**config.mk**
```make
export PLATFORM = sky130hd
export DESIGN_NAME = redundancy_group_failover_manager_unit
export DESIGN_NICKNAME = d
export VERILOG_FILES = /design/src/rgfm_pkg.sv /design/src/rgfm_ctrl.sv /design/src/rgfm_datapath.sv /design/src/redundancy_group_failover_manager_unit.sv
export VERILOG_INCLUDE_DIRS = /design/src /design/src/src
export SDC_FILE = /design/constraint.sdc
export NUM_CORES = 1
export LEC_CHECK = 0
export BUFFER_PORTS_ARGS = -buffer_cell sky130_fd_sc_hd__buf_4
export CORE_MARGIN = 2
export CORE_UTILIZATION = 45
export DETAILED_ROUTE_END_ITERATION = 16
export PLACE_DENSITY = 0.68
export SLEW_MARGIN = 20
export SYNTH_ARGS = -nofsm -noshare
export SYNTH_HDL_FRONTEND = slang
export SYNTH_HIERARCHICAL = 1
export SYNTH_SLANG_ARGS = --single-unit
```
**constraint.sdc**
```tcl
create_clock -name clk_i -period 5.97 [get_ports clk_i]
set_clock_uncertainty 0.15 [all_clocks]
set_input_delay 0.2985 -clock clk_i [delete_from_list [all_inputs] [get_ports clk_i]]
set_output_delay 0.2985 -clock clk_i [all_outputs]
set_load 0.05 [all_outputs]
```
**src/redundancy_group_failover_manager_unit_defines.svh**
```systemverilog
// assertion macros for the redundancy group failover manager
// used by modules that assert; relies on clk_i and rst_ni in scope
`ifndef REDUNDANCY_GROUP_FAILOVER_MANAGER_UNIT_DEFINES_SVH
`define REDUNDANCY_GROUP_FAILOVER_MANAGER_UNIT_DEFINES_SVH

// property checked on every clock edge outside reset
`define RGFM_ASSERT(name, prop, msg) \
  name: assert property (@(posedge clk_i) disable iff (!rst_ni) prop) else $error(msg);

// same-cycle implication checked outside reset
`define RGFM_ASSERT_IMPL(name, pre, post, msg) \
  name: assert property (@(posedge clk_i) disable iff (!rst_ni) (pre) |-> (post)) \
    else $error(msg);

`endif

```
**src/rgfm_pkg.sv**
```systemverilog
// shared types, codes and constants of the redundancy group failover manager
// no dependencies
package rgfm_pkg;

  localparam int unsigned MAX_MODULES_DEF = 8;

  localparam int unsigned CFG_W      = 4;
  localparam int unsigned SLOT_W     = 3;
  localparam int unsigned HEALTH_W   = 3;
  localparam int unsigned ROLE_W     = 2;
  localparam int unsigned CNT_OUT_W  = 4;
  localparam int unsigned MARGIN_W   = 5;
  localparam int unsigned CMP_W      = 5;
  localparam int unsigned CTR_W      = 16;
  localparam int unsigned S_TDATA_W  = 8;
  localparam int unsigned M_TDATA_W  = 56;
  localparam int unsigned M_PAD_W    = 5;

  localparam logic [CFG_W-1:0] N_RESET = 4'd2;
  localparam logic [CFG_W-1:0] M_RESET = 4'd1;
  localparam logic [CTR_W-1:0] CTR_MAX = 16'hFFFF;

  localparam logic [HEALTH_W-1:0] H_HEALTHY   = 3'd0;
  localparam logic [HEALTH_W-1:0] H_DEGRADED  = 3'd1;
  localparam logic [HEALTH_W-1:0] H_FAULTY    = 3'd2;
  localparam logic [HEALTH_W-1:0] H_OFFLINE   = 3'd3;
  localparam logic [HEALTH_W-1:0] H_FAIL_SAFE = 3'd4;

  localparam logic STATUS_DONE     = 1'b0;
  localparam logic STATUS_REJECTED = 1'b1;

  typedef enum logic [0:0] {
    OP_ADD        = 1'b0,
    OP_SET_HEALTH = 1'b1
  } opcode_e;

  typedef enum logic [0:0] {
    CFG_MODULE_TOTAL     = 1'b0,
    CFG_MODULES_REQUIRED = 1'b1
  } cfg_reg_e;

  typedef enum logic [ROLE_W-1:0] {
    ROLE_OFFLINE   = 2'd0,
    ROLE_STANDBY   = 2'd1,
    ROLE_PRIMARY   = 2'd2,
    ROLE_SECONDARY = 2'd3
  } role_e;

  typedef enum logic [1:0] {
    ST_IDLE,
    ST_APPLY,
    ST_SCAN,
    ST_FINISH
  } state_e;

  typedef struct packed {
    logic load;
    logic apply;
    logic step;
    logic finish;
  } ctrl_cmd_t;

  typedef struct packed {
    logic scan_last;
    logic out_free;
  } ctrl_stat_t;

endpackage

```
**src/rgfm_ctrl.sv**
```systemverilog
// controller state machine: accept, apply, slot scan, result hand-off
// depends on rgfm_pkg
module rgfm_ctrl import rgfm_pkg::*; (
  input  logic       clk_i,
  input  logic       rst_ni,
  input  logic       in_valid_i,
  output logic       in_ready_o,
  input  ctrl_stat_t stat_i,
  output ctrl_cmd_t  cmd_o
);

  state_e state_q, state_d;

  always_ff @(posedge clk_i or negedge rst_ni) begin
    if (!rst_ni) begin
      state_q <= ST_IDLE;
    end else begin
      state_q <= state_d;
    end
  end

  always_comb begin
    state_d = state_q;
    unique case (state_q)
      ST_IDLE: begin
        if (in_valid_i) state_d = ST_APPLY;
      end
      ST_APPLY: begin
        state_d = ST_SCAN;
      end
      ST_SCAN: begin
        if (stat_i.scan_last) state_d = ST_FINISH;
      end
      ST_FINISH: begin
        if (stat_i.out_free) state_d = ST_IDLE;
      end
      default: begin
        state_d = ST_IDLE;
      end
    endcase
  end

  always_comb begin
    in_ready_o   = 1'b0;
    cmd_o        = '0;
    unique case (state_q)
      ST_IDLE: begin
        in_ready_o = 1'b1;
        cmd_o.load = in_valid_i;
      end
      ST_APPLY: begin
        cmd_o.apply = 1'b1;
      end
      ST_SCAN: begin
        cmd_o.step = 1'b1;
      end
      ST_FINISH: begin
        cmd_o.finish = stat_i.out_free;
      end
      default: begin
        in_ready_o = 1'b0;
      end
    endcase
  end

endmodule

```
**src/rgfm_datapath.sv**
```systemverilog
// datapath: configuration, slot stores, scan counter and output register
// depends on rgfm_pkg and the assertion macro header
`include "redundancy_group_failover_manager_unit_defines.svh"

module rgfm_datapath import rgfm_pkg::*; #(
  parameter int unsigned MAX_MODULES = MAX_MODULES_DEF
) (
  input  logic                 clk_i,
  input  logic                 rst_ni,
  input  ctrl_cmd_t            cmd_i,
  output ctrl_stat_t           stat_o,
  input  logic                 cfg_we_i,
  input  cfg_reg_e             cfg_index_i,
  input  logic [CFG_W-1:0]     cfg_data_i,
  input  opcode_e              in_opcode_i,
  input  logic [SLOT_W-1:0]    in_slot_i,
  input  logic [HEALTH_W-1:0]  in_health_i,
  output logic                 m_valid_o,
  input  logic                 m_ready_i,
  output logic [M_TDATA_W-1:0] m_tdata_o,
  output logic                 m_tuser_o
);

  localparam int unsigned IDX_W = $clog2(MAX_MODULES);
  localparam int unsigned CNT_W = $clog2(MAX_MODULES + 1);

  logic [CFG_W-1:0]    n_q, m_q, n_eff, m_eff;
  logic [HEALTH_W-1:0] health_q [MAX_MODULES];
  role_e               role_q   [MAX_MODULES];
  logic [CTR_W-1:0]    faults_q [MAX_MODULES];
  logic [SLOT_W-1:0]   primary_q;
  logic                group_ok_q, degraded_q;
  logic [CTR_W-1:0]    failovers_q;

  opcode_e             op_q;
  logic [SLOT_W-1:0]   slot_q;
  logic [HEALTH_W-1:0] health_in_q;

  logic [IDX_W-1:0]    idx_q, cand_q;
  logic [CNT_W-1:0]    count_q;
  logic                found_q;

  logic                m_valid_q;
  logic [M_TDATA_W-1:0] m_tdata_q;
  logic                m_tuser_q;

  logic [IDX_W-1:0]    slot_ix;
  logic                rejected, is_fault, add_op;
  role_e               add_role;
  logic [SLOT_W-1:0]   secondary;
  logic                hit_healthy;
  logic                ok_calc, deg_calc, promote;
  logic                ok_next, deg_next;
  logic [SLOT_W-1:0]   primary_next;
  logic [CTR_W-1:0]    failovers_next, faults_out;
  role_e               role_out;
  logic [MARGIN_W-1:0] margin;

  always_comb begin
    if (n_q == '0) begin
      n_eff = CFG_W'(1);
    end else if (CMP_W'(n_q) > CMP_W'(MAX_MODULES)) begin
      n_eff = CFG_W'(MAX_MODULES);
    end else begin
      n_eff = n_q;
    end
    if (m_q == '0) begin
      m_eff = CFG_W'(1);
    end else if (m_q > n_eff) begin
      m_eff = n_eff;
    end else begin
      m_eff = m_q;
    end
  end

  assign secondary = (n_eff > CFG_W'(1)) ? SLOT_W'(1) : '0;
  assign slot_ix   = IDX_W'(slot_q);
  assign rejected  = CMP_W'(slot_q) >= CMP_W'(n_eff);
  assign add_op    = (op_q == OP_ADD);
  assign is_fault  = (health_in_q == H_FAULTY) || (health_in_q == H_OFFLINE);

  always_comb begin
    if (slot_q == '0) begin
      add_role = ROLE_PRIMARY;
    end else if (slot_q == SLOT_W'(1) && n_eff > CFG_W'(1)) begin
      add_role = ROLE_SECONDARY;
    end else begin
      add_role = ROLE_STANDBY;
    end
  end

  assign hit_healthy = (CMP_W'(idx_q) < CMP_W'(n_eff)) && (health_q[idx_q] == H_HEALTHY);

  assign stat_o.scan_last = (idx_q == IDX_W'(MAX_MODULES - 1));
  assign stat_o.out_free  = !m_valid_q || m_ready_i;

  // end-of-event evaluation
  always_comb begin
    ok_calc  = CMP_W'(count_q) >= CMP_W'(m_eff);
    deg_calc = (CMP_W'(count_q) < CMP_W'(n_eff)) && ok_calc;
    promote  = !rejected && !add_op && (slot_q == primary_q) &&
               (health_in_q != H_HEALTHY) && found_q;
    ok_next  = rejected ? group_ok_q : ok_calc;
    deg_next = (rejected || add_op) ? degraded_q : deg_calc;
    primary_next   = promote ? SLOT_W'(cand_q) : primary_q;
    failovers_next = (promote && failovers_q != CTR_MAX) ? failovers_q + CTR_W'(1)
                                                          : failovers_q;
    faults_out = rejected ? '0 : faults_q[slot_ix];
    role_out   = rejected ? ROLE_OFFLINE : role_q[slot_ix];
    margin     = MARGIN_W'(CMP_W'(count_q) - CMP_W'(m_eff));
  end

  always_ff @(posedge clk_i or negedge rst_ni) begin
    if (!rst_ni) begin
      n_q <= N_RESET;
      m_q <= M_RESET;
    end else if (cfg_we_i) begin
      unique case (cfg_index_i)
        CFG_MODULE_TOTAL:     n_q <= cfg_data_i;
        CFG_MODULES_REQUIRED: m_q <= cfg_data_i;
        default:              n_q <= n_q;
      endcase
    end
  end

  // group state, cleared by reset and by any register write
  always_ff @(posedge clk_i or negedge rst_ni) begin
    if (!rst_ni) begin
      for (int i = 0; i < MAX_MODULES; i++) begin
        health_q[i] <= H_OFFLINE;
        role_q[i]   <= ROLE_OFFLINE;
        faults_q[i] <= '0;
      end
      primary_q   <= '0;
      group_ok_q  <= 1'b0;
      degraded_q  <= 1'b0;
      failovers_q <= '0;
    end else if (cfg_we_i) begin
      for (int i = 0; i < MAX_MODULES; i++) begin
        health_q[i] <= H_OFFLINE;
        role_q[i]   <= ROLE_OFFLINE;
        faults_q[i] <= '0;
      end
      primary_q   <= '0;
      group_ok_q  <= 1'b0;
      degraded_q  <= 1'b0;
      failovers_q <= '0;
    end else begin
      if (cmd_i.apply && !rejected) begin
        if (add_op) begin
          health_q[slot_ix] <= H_HEALTHY;
          faults_q[slot_ix] <= '0;
          role_q[slot_ix]   <= add_role;
          if (slot_q == '0) primary_q <= '0;
        end else begin
          health_q[slot_ix] <= health_in_q;
          if (is_fault) begin
            if (faults_q[slot_ix] != CTR_MAX) faults_q[slot_ix] <= faults_q[slot_ix] + CTR_W'(1);
            if (slot_q == primary_q && role_q[slot_ix] == ROLE_PRIMARY) begin
              role_q[slot_ix] <= ROLE_OFFLINE;
            end
          end
        end
      end
      if (cmd_i.finish) begin
        group_ok_q  <= ok_next;
        degraded_q  <= deg_next;
        primary_q   <= primary_next;
        failovers_q <= failovers_next;
        if (promote) role_q[cand_q] <= ROLE_PRIMARY;
      end
    end
  end

  always_ff @(posedge clk_i) begin
    if (cmd_i.load) begin
      op_q        <= in_opcode_i;
      slot_q      <= in_slot_i;
      health_in_q <= in_health_i;
    end
  end

  always_ff @(posedge clk_i or negedge rst_ni) begin
    if (!rst_ni) begin
      idx_q   <= '0;
      count_q <= '0;
      found_q <= 1'b0;
      cand_q  <= '0;
    end else if (cmd_i.apply) begin
      idx_q   <= '0;
      count_q <= '0;
      found_q <= 1'b0;
    end else if (cmd_i.step) begin
      idx_q <= idx_q + IDX_W'(1);
      if (hit_healthy) begin
        count_q <= count_q + CNT_W'(1);
        if (!found_q && idx_q != slot_ix) begin
          found_q <= 1'b1;
          cand_q  <= idx_q;
        end
      end
    end
  end

  always_ff @(posedge clk_i or negedge rst_ni) begin
    if (!rst_ni) begin
      m_valid_q <= 1'b0;
    end else if (cmd_i.finish) begin
      m_valid_q <= 1'b1;
    end else if (m_ready_i) begin
      m_valid_q <= 1'b0;
    end
  end

  always_ff @(posedge clk_i) begin
    if (cmd_i.finish) begin
      m_tuser_q <= rejected ? STATUS_REJECTED : STATUS_DONE;
      m_tdata_q <= {M_PAD_W'(0), role_out, faults_out, failovers_next, margin, secondary,
                    primary_next, deg_next, ok_next, CNT_OUT_W'(count_q)};
    end
  end

  assign m_valid_o = m_valid_q;
  assign m_tdata_o = m_tdata_q;
  assign m_tuser_o = m_tuser_q;

  `RGFM_ASSERT(a_finish_sets_valid, cmd_i.finish |=> m_valid_q, "result register not loaded")
  `RGFM_ASSERT_IMPL(a_count_bounded, cmd_i.step, CMP_W'(count_q) <= CMP_W'(idx_q),
                    "healthy count ahead of scan index")
  `RGFM_ASSERT(a_failovers_monotonic, !cfg_we_i |=> failovers_q >= $past(failovers_q),
               "failover count decreased without clear")

endmodule

```
**src/redundancy_group_failover_manager_unit.sv**
```systemverilog
// top level of the M-out-of-N redundancy group failover manager
// depends on rgfm_pkg, rgfm_ctrl and rgfm_datapath
//
// input stream: one event per transaction, tuser = opcode (add / set health),
// tdata = slot [2:0], health [5:3]. output stream: one result per event,
// tuser = status (done / rejected), tdata = healthy_count [3:0], group_ok [4],
// degraded [5], primary_slot [8:6], secondary_slot [11:9], spare_margin [16:12],
// failovers [32:17], slot_faults [48:33], slot_role [50:49].
// config channel: cfg_index_i 0 writes N, 1 writes M; either write clears the
// whole group; cfg_ready_o is always high, and writes only when idle is a rule
// for the user that the block itself does not enforce. one event at a time:
// accept, an apply state, a scan over MAX_MODULES slots (one slot a cycle,
// counting healthy slots and finding the promotion candidate), then a finish
// state loading the result register.
// reset: N = 2, M = 1, all slots offline, counters zero, no result pending.
// a stalled receiver holds the result register; the next event is accepted
// but its result waits until the pending transaction completes.
module redundancy_group_failover_manager_unit import rgfm_pkg::*; #(
  parameter int unsigned MAX_MODULES = MAX_MODULES_DEF
) (
  input  logic                 clk_i,
  input  logic                 rst_ni,
  input  logic                 s_axis_tvalid,
  output logic                 s_axis_tready,
  input  logic [S_TDATA_W-1:0] s_axis_tdata,   // slot, health, zero pad
  input  logic                 s_axis_tuser,   // opcode
  output logic                 m_axis_tvalid,
  input  logic                 m_axis_tready,
  output logic [M_TDATA_W-1:0] m_axis_tdata,   // healthy_count, group_ok, degraded,
                                               // primary_slot, secondary_slot,
                                               // spare_margin, failovers,
                                               // slot_faults, slot_role, zero pad
  output logic                 m_axis_tuser,   // status
  input  logic                 cfg_valid_i,
  output logic                 cfg_ready_o,
  input  logic                 cfg_index_i,
  input  logic [CFG_W-1:0]     cfg_data_i
);

  ctrl_cmd_t  cmd;
  ctrl_stat_t stat;

  assign cfg_ready_o = 1'b1;

  rgfm_ctrl u_ctrl (
    .clk_i      (clk_i),
    .rst_ni     (rst_ni),
    .in_valid_i (s_axis_tvalid),
    .in_ready_o (s_axis_tready),
    .stat_i     (stat),
    .cmd_o      (cmd)
  );

  rgfm_datapath #(
    .MAX_MODULES (MAX_MODULES)
  ) u_datapath (
    .clk_i       (clk_i),
    .rst_ni      (rst_ni),
    .cmd_i       (cmd),
    .stat_o      (stat),
    .cfg_we_i    (cfg_valid_i & cfg_ready_o),
    .cfg_index_i (cfg_reg_e'(cfg_index_i)),
    .cfg_data_i  (cfg_data_i),
    .in_opcode_i (opcode_e'(s_axis_tuser)),
    .in_slot_i   (s_axis_tdata[SLOT_W-1:0]),
    .in_health_i (s_axis_tdata[SLOT_W+HEALTH_W-1:SLOT_W]),
    .m_valid_o   (m_axis_tvalid),
    .m_ready_i   (m_axis_tready),
    .m_tdata_o   (m_axis_tdata),
    .m_tuser_o   (m_axis_tuser)
  );

endmodule
```
== Word level (Yosys, flattened, before mapping) ==
Cells that the tools add are included.
Storage, ports and cells
  latch bits: 0
  logic and storage cells: 212
  bits of input ports: 19
  bits in writable memories: 0
  ROM bits: 0
  flip-flop bits (word level): 270
  output and inout port bits: 60
  memories kept: 0
Operators by class
  reduce and logical (&&, ||, !) cells: 41
  div/mod/pow operators: 0
  $mul: 0
  eq/ne operators: 18
  $add $sub $neg: 5
  magnitude comparators: 12
  mux-type cells: 79
  shift operators: 0
  bitwise logic cells: 15
Operator list (count)
  $mux 128: 5
  $mux 16: 14
  $and 128x128->128: 1
  $bwmux 128: 1
  $not 128->128: 1
  $mux 24: 3
  $bmux 16 s3: 1
  $demux 16 s3: 1
  $mux 3: 11
  $add 16x1->16 const B: 2
  $ne 16x16->1 const B: 2
  $mux 4: 7
  $and 24x24->24: 1
  $bwmux 24: 1
  $not 24->24: 1
  $mux 1: 19
  $mux 2: 9
  $and 16x16->16: 1
  $bwmux 16: 1
  $not 16->16: 1
  $logic_and 1x1->1: 13
  $demux 2 s3: 2
  $ge 4x4->1 const B: 3
  $not 3->4: 3
  other kinds (39): 66

== Depth between registers and ports, before layout ==
  word-level depth: 16
  depth in mapped cells: 19

== Modules after synthesis ==
Netlist, hierarchy kept.
Modules (own cells, without submodules)
  rgfm_datapath: seq. area each 6964.2 sq um, cells an instance 1077, area an instance 13015.0 sq um, instances 1
  rgfm_ctrl: seq. area each 50.0 sq um, cells an instance 17, area an instance 167.7 sq um, instances 1
  redundancy_group_failover_manager_unit: seq. area each 0.0 sq um, cells an instance 2, area an instance 11.3 sq um, instances 1

== Least setup slack after synthesis ==
OpenSTA, ideal clock, no wires.
  kind: reg2reg
  from: register u_datapath.m_valid_q (netlist: u_datapath/m_valid_o)
  to: register u_datapath/role_q[14] in the netlist's numbering
  data arrival time: 3.353 ns
  cell stages (with the launch flop): 7
  data required time: 5.700 ns
  setup slack: 2.347 ns
  cells stage by stage: dfrtp_1 -> nand2b_1 -> and2_1 -> o2111ai_1 -> nor2_1 -> a21oi_1 -> and3b_1
RTL lines
  start, declared: line rgfm_datapath.sv:43  | logic m_valid_q;
  start signal, assigned: line rgfm_datapath.sv:207  | m_valid_q <= 1'b0;
  start signal, assigned: line rgfm_datapath.sv:209  | m_valid_q <= 1'b1;
  start signal, assigned: line rgfm_datapath.sv:211  | m_valid_q <= 1'b0;
  end signal, assigned by index: line rgfm_datapath.sv:153  | role_q[slot_ix] <= add_role;
  end, declared: line rgfm_datapath.sv:29  | role_e role_q [MAX_MODULES];

== Final worst setup path ==
  from: register u_datapath.slot_q[0] (netlist: u_datapath/slot_ix[0])
  to: register u_datapath/role_q[9] in the netlist's numbering
Between the ends
  word-level cells in the longest chain between the ends: 16
  elaborated cells on any way between the ends: 36
  classes of those cells: order compare (3); eq/ne (3); mux (16); bitwise (4); reduce/logical (10)
Ends and longest elaborated chain
  start, declared: line rgfm_datapath.sv:36  | logic [SLOT_W-1:0] slot_q;
  start signal, assigned: line rgfm_datapath.sv:178  | slot_q <= in_slot_i;
  $not 3->4 (implied by the code): line rgfm_datapath.sv:153, rgfm_datapath.sv:159, rgfm_datapath.sv:160
  $ge 4x4->1 (implied by the code) or $lt 4x1->1 (tied branches): line rgfm_datapath.sv:153, rgfm_datapath.sv:160
  $logic_and 1x1->1 (implied by the code): line rgfm_datapath.sv:153, rgfm_datapath.sv:160
  $mux 2 (implied by the code): line rgfm_datapath.sv:153, rgfm_datapath.sv:160
  $demux 2 s3: line rgfm_datapath.sv:153, rgfm_datapath.sv:160
  $not 16->16 (no line)
  $and 16x16->16 (no line)
  $mux 16: line rgfm_datapath.sv:159  | if (slot_q == primary_q && role_q[slot_ix] == ROLE_PRIMARY) begin
  $mux 16: line rgfm_datapath.sv:157  | if (is_fault) begin
  $mux 16: line rgfm_datapath.sv:150  | if (add_op) begin
  $mux 16: line rgfm_datapath.sv:149  | if (cmd_i.apply && !rejected) begin
  $mux 16: line rgfm_datapath.sv:138  | end else if (cfg_we_i) begin
  $or 8x8->8 (no line)
  $mux 16: line rgfm_datapath.sv:170  | if (promote) role_q[cand_q] <= ROLE_PRIMARY;
  $mux 16 *: line rgfm_datapath.sv:165  | if (cmd_i.finish) begin
  $mux 16 *: line rgfm_datapath.sv:138
Every way passes the cells marked *; elsewhere a longest branch is shown, timed or not. The select of a mux whose other input is x is not followed.
A chain may end at the register's enable or synchronous reset.

==> impl_metrics.tcl <==
set metrics [dict create \
    status "finished, final reports clean" \
    grt_pass1_vias 9432 \
    crit_arrival_ns 4.62 \
    final-max-slew-violation-count 0 \
    crit_required_ns 6.20 \
    final_cell_mix "dfrtp_1, nor2_1, a22o_1" \
    ys_types 73 \
    layout_commonest_cell "dfrtp_1" \
    rsz0062_at_grt "no" \
    numCtsBuffers 28 \
    p_per_area_mw_per_mm2 339 \
    clk_path_buf_depth 3 \
    leakagePower_nw 6.38 \
    syn_area_per_cell_sq_um 12.0 \
    grt_usage_pct 21.5 \
    endpoint_kind "flop" \
    drv_cap 0 \
    die_h_um 175 \
    synthCells 1096 \
    area_growth_syn_to_layout_pct 13.8 \
    initial_core_util_pct 45.8 \
    dp.final_hpwl_um 20300 \
    netlist_area_sq_mm 0.0132 \
    portBuffers 68 \
    drt_iter0_drc 760 \
    cts_tree "yes" \
    drcViolationCount 0 \
    cts_root_buf "clkbuf_16" \
    worstHoldEndpoint "u_ctrl/state_q[0]" \
    wire_per_inst_um 20.8 \
    grt_max_degree 95 \
    nets 1205 \
    synth_ff_type "dfrtp_1" \
    grt_pass1_wl_um 52700 \
    postLayoutCoreUtil_pct 52.2 \
    path_clk_slew_ns 0.06 \
    peakVddDrop_mv 0.303 \
    cp_max_fo 28 \
    synth_edf_count 57 \
    r2r.worst_path.cells 11 \
    htreeDepth 1 \
    yosysSeqAreaShare_pct 53.2 \
    antenna_cells 0 \
    antenna_found_initial 0 \
    cp_slowest_cell "clkinv_1" \
    insertion_delay_ns 0.54 \
    fmax_mhz 228 \
    period_share_pct 73.6 \
    n_fill_cell 2438 \
    cts_resized 0 \
    r2r_setup_slack_ns 1.58 \
    min_path_cells 4 \
    hold_viol 0 \
    r2r_start "u_datapath/slot_ix[0]" \
    dieArea_sq_mm 0.0307 \
    async_flop_share_pct 78.7 \
    setup_viol 0 \
    core_area_sq_mm 0.0288 \
    worst_pin_slew_ns 1.12 \
    cpMostUsedCell "a21o_1" \
    cts_sinks 268 \
    min_period_ns 4.39 \
    tns_ns 0 \
    worstHoldStart "s_axis_tvalid" \
    synth_seq_cells 268 \
    gp_congestion 0.806 \
    pin_count 79 \
    crit_type "reg2reg" \
    yosysWarnings 6 \
    firstDrtPassIters 5 \
    routed_wl_um 32600 \
    cts_setup_buffers 0 \
    drive_gt1_share_pct 18.8 \
    postRouteAntennaNets 0 \
    route.vias.total 9283 \
    hold_path_class "in2reg" \
    cpPeakStageDelay_ns 0.70 \
    slew_headroom_pct 23.6 \
    crit_path_start_kind "flop" \
    num_rows 62 \
    total_power_mw 5.09 \
    viasPerCell 5.93 \
    die_x_um 175 \
    crit_path_cell_trace "buf_4 > inv_4 > ha_1 > nand2b_1 > a21o_1 > a21o_1 > nand2_1 > clkinv_1 > or3_1 > o21ai_0 > a21oi_1" \
    grt_overflow_total 0 \
    worstReg2RegEnd "u_datapath/role_q[9]" \
]
-- cell usage after synthesis (all sizes together) (3+ instances only) --
library cell | instances | area (sq um)
a2111oi | 7 | 61.3
a211o | 16 | 140
a211oi | 9 | 82.6
a21o | 11 | 82.6
a21oi | 44 | 277
a22o | 86 | 753
a31oi | 3 | 18.8
and2 | 13 | 82.6
and3 | 8 | 50.1
buf | 36 | 288
clkbuf | 32 | 120
dfrtp | 193 | 4830
dfstp | 18 | 473
edfxtp | 57 | 1710
ha | 25 | 313
inv | 26 | 100
mux2 | 21 | 236
mux2i | 29 | 298
mux4 | 37 | 878
nand2 | 84 | 315
nand2b | 7 | 43.8
nand3 | 27 | 135
nand3b | 3 | 22.5
nand4 | 7 | 43.8
nor2 | 97 | 384
nor2b | 7 | 43.8
nor3 | 26 | 130
nor3b | 5 | 37.5
nor4 | 10 | 77.6
nor4b | 4 | 35.0
o211ai | 3 | 22.5
o21a | 3 | 22.5
o21ai | 43 | 215
o2bb2ai | 12 | 105
or3 | 8 | 50.1
or4 | 5 | 52.6
xnor2 | 35 | 307
xor2 | 14 | 123
-- state kept, by name (all words and copies together) (netlist names), 2 cells and up --
register,flops
u_datapath/slot_ix,3
u_datapath/m_tdata_o,49
u_datapath/primary_q,3
u_datapath/count_q,4
u_datapath/failovers_q,16
u_datapath/m_q,4
u_ctrl/state_q,2
u_datapath/faults_q,128
u_datapath/health_q,24
u_datapath/cand_q,3
u_datapath/role_q,16
u_datapath/n_q,4
u_datapath/health_in_q,3
u_datapath/idx_q,3
-- cell type report --
type	count	area (sq um)	area share, %
multi-input combinational	739	5710	38.0
timing repair buffer	96	774	5.16
clock buffer	41	822	5.47
tap	384	480	3.20
sequential	268	7010	46.7
clock inverter	11	114	0.758
inverter	27	104	0.691
-- what timing repair did --
item / CTS / global route
endpoints found under the setup margin: 0 / 0
hold endpoints to repair: 107 / 0
hold buffers: 14 / 0
-- how the worst max path moves through the flow --
stage,slack (ns),depth (start not counted),to,startpoint
2_1_floorplan,2.35,6,u_datapath/role_q[14],u_datapath/m_valid_o
3_3_place_gp,1.63,11,u_datapath/role_q[5],u_datapath/slot_ix[0]
3_5_place_dp,1.60,11,u_datapath/role_q[3],u_datapath/slot_ix[0]
4_1_cts,1.56,11,u_datapath/role_q[9],u_datapath/slot_ix[0]
5_1_grt,1.30,11,u_datapath/role_q[9],u_datapath/slot_ix[0]
6_report,1.58,11,u_datapath/role_q[9],u_datapath/slot_ix[0]
-- kinds of logic after synthesis --
| group | after synthesis | share of synthesized area, % |
|---|---|---|
| DFF | 268 | 53.2 |
| and+or+nand+nor | 320 | 12.0 |
| xor gates and xnor gates | 49 | 3.25 |
| AOI/OAI and AO/OA | 249 | 14.4 |
| buffers and inverters | 95 | 3.88 |
| adders and majority gates | 26 | 2.52 |
| other | 2 | 0.0569 |
| muxes | 87 | 10.7 |
-- per-layer routing --
| metal | GRT usage (%) | routed length (um) | up-vias |
|---|---|---|---|
| met5 | 0 | 0 | - |
| met4 | 6.60 | 818 | 0 |
| li1 | - | - | 4177 |
| met3 | 3.05 | 2160 | 62 |
| met1 | 31.1 | 14500 | 4692 |
| met2 | 33.9 | 15200 | 352 |
-- worst max-delay path, delay by kind of cell, from the launching register on --
family | cells | cell delay, ns
buf+inv | 3 | 1.42
simple gates | 3 | 1.19
compound gates | 4 | 0.77
fa+ha+maj | 1 | 0.35
flops | 1 | 0.32
-- metrics by stage --
| step | instances | setup slack (ns) | area (sq um) | hold WS, ns |
|---|---|---|---|---|
| 5_1_grt | 1566 | 1.30 | 15000 | 0.0658 |
| 4_1_cts | 1566 | 1.56 | 15000 | 0.0423 |
| 6_report | 1566 | 1.58 | 15000 | 0.0586 |
| 3_5_place_dp | 1500 | 1.60 | 13900 | 0.261 |
| 3_3_place_gp | 1500 | 1.63 | 13900 | 0.275 |
| 2_1_floorplan | 1102 | 2.35 | 13200 | -0.147 |
-- where the power goes --
| group | switching [mW] | internal [mW] |
|---|---|---|
| Clock | 0.719 | 1.04 |
| Sequential | 0.0852 | 2.05 |
| Combinational | 0.850 | 0.348 |
| Total | 1.65 | 3.44 |
No activity file was read; power rests on OpenSTA's default activity.
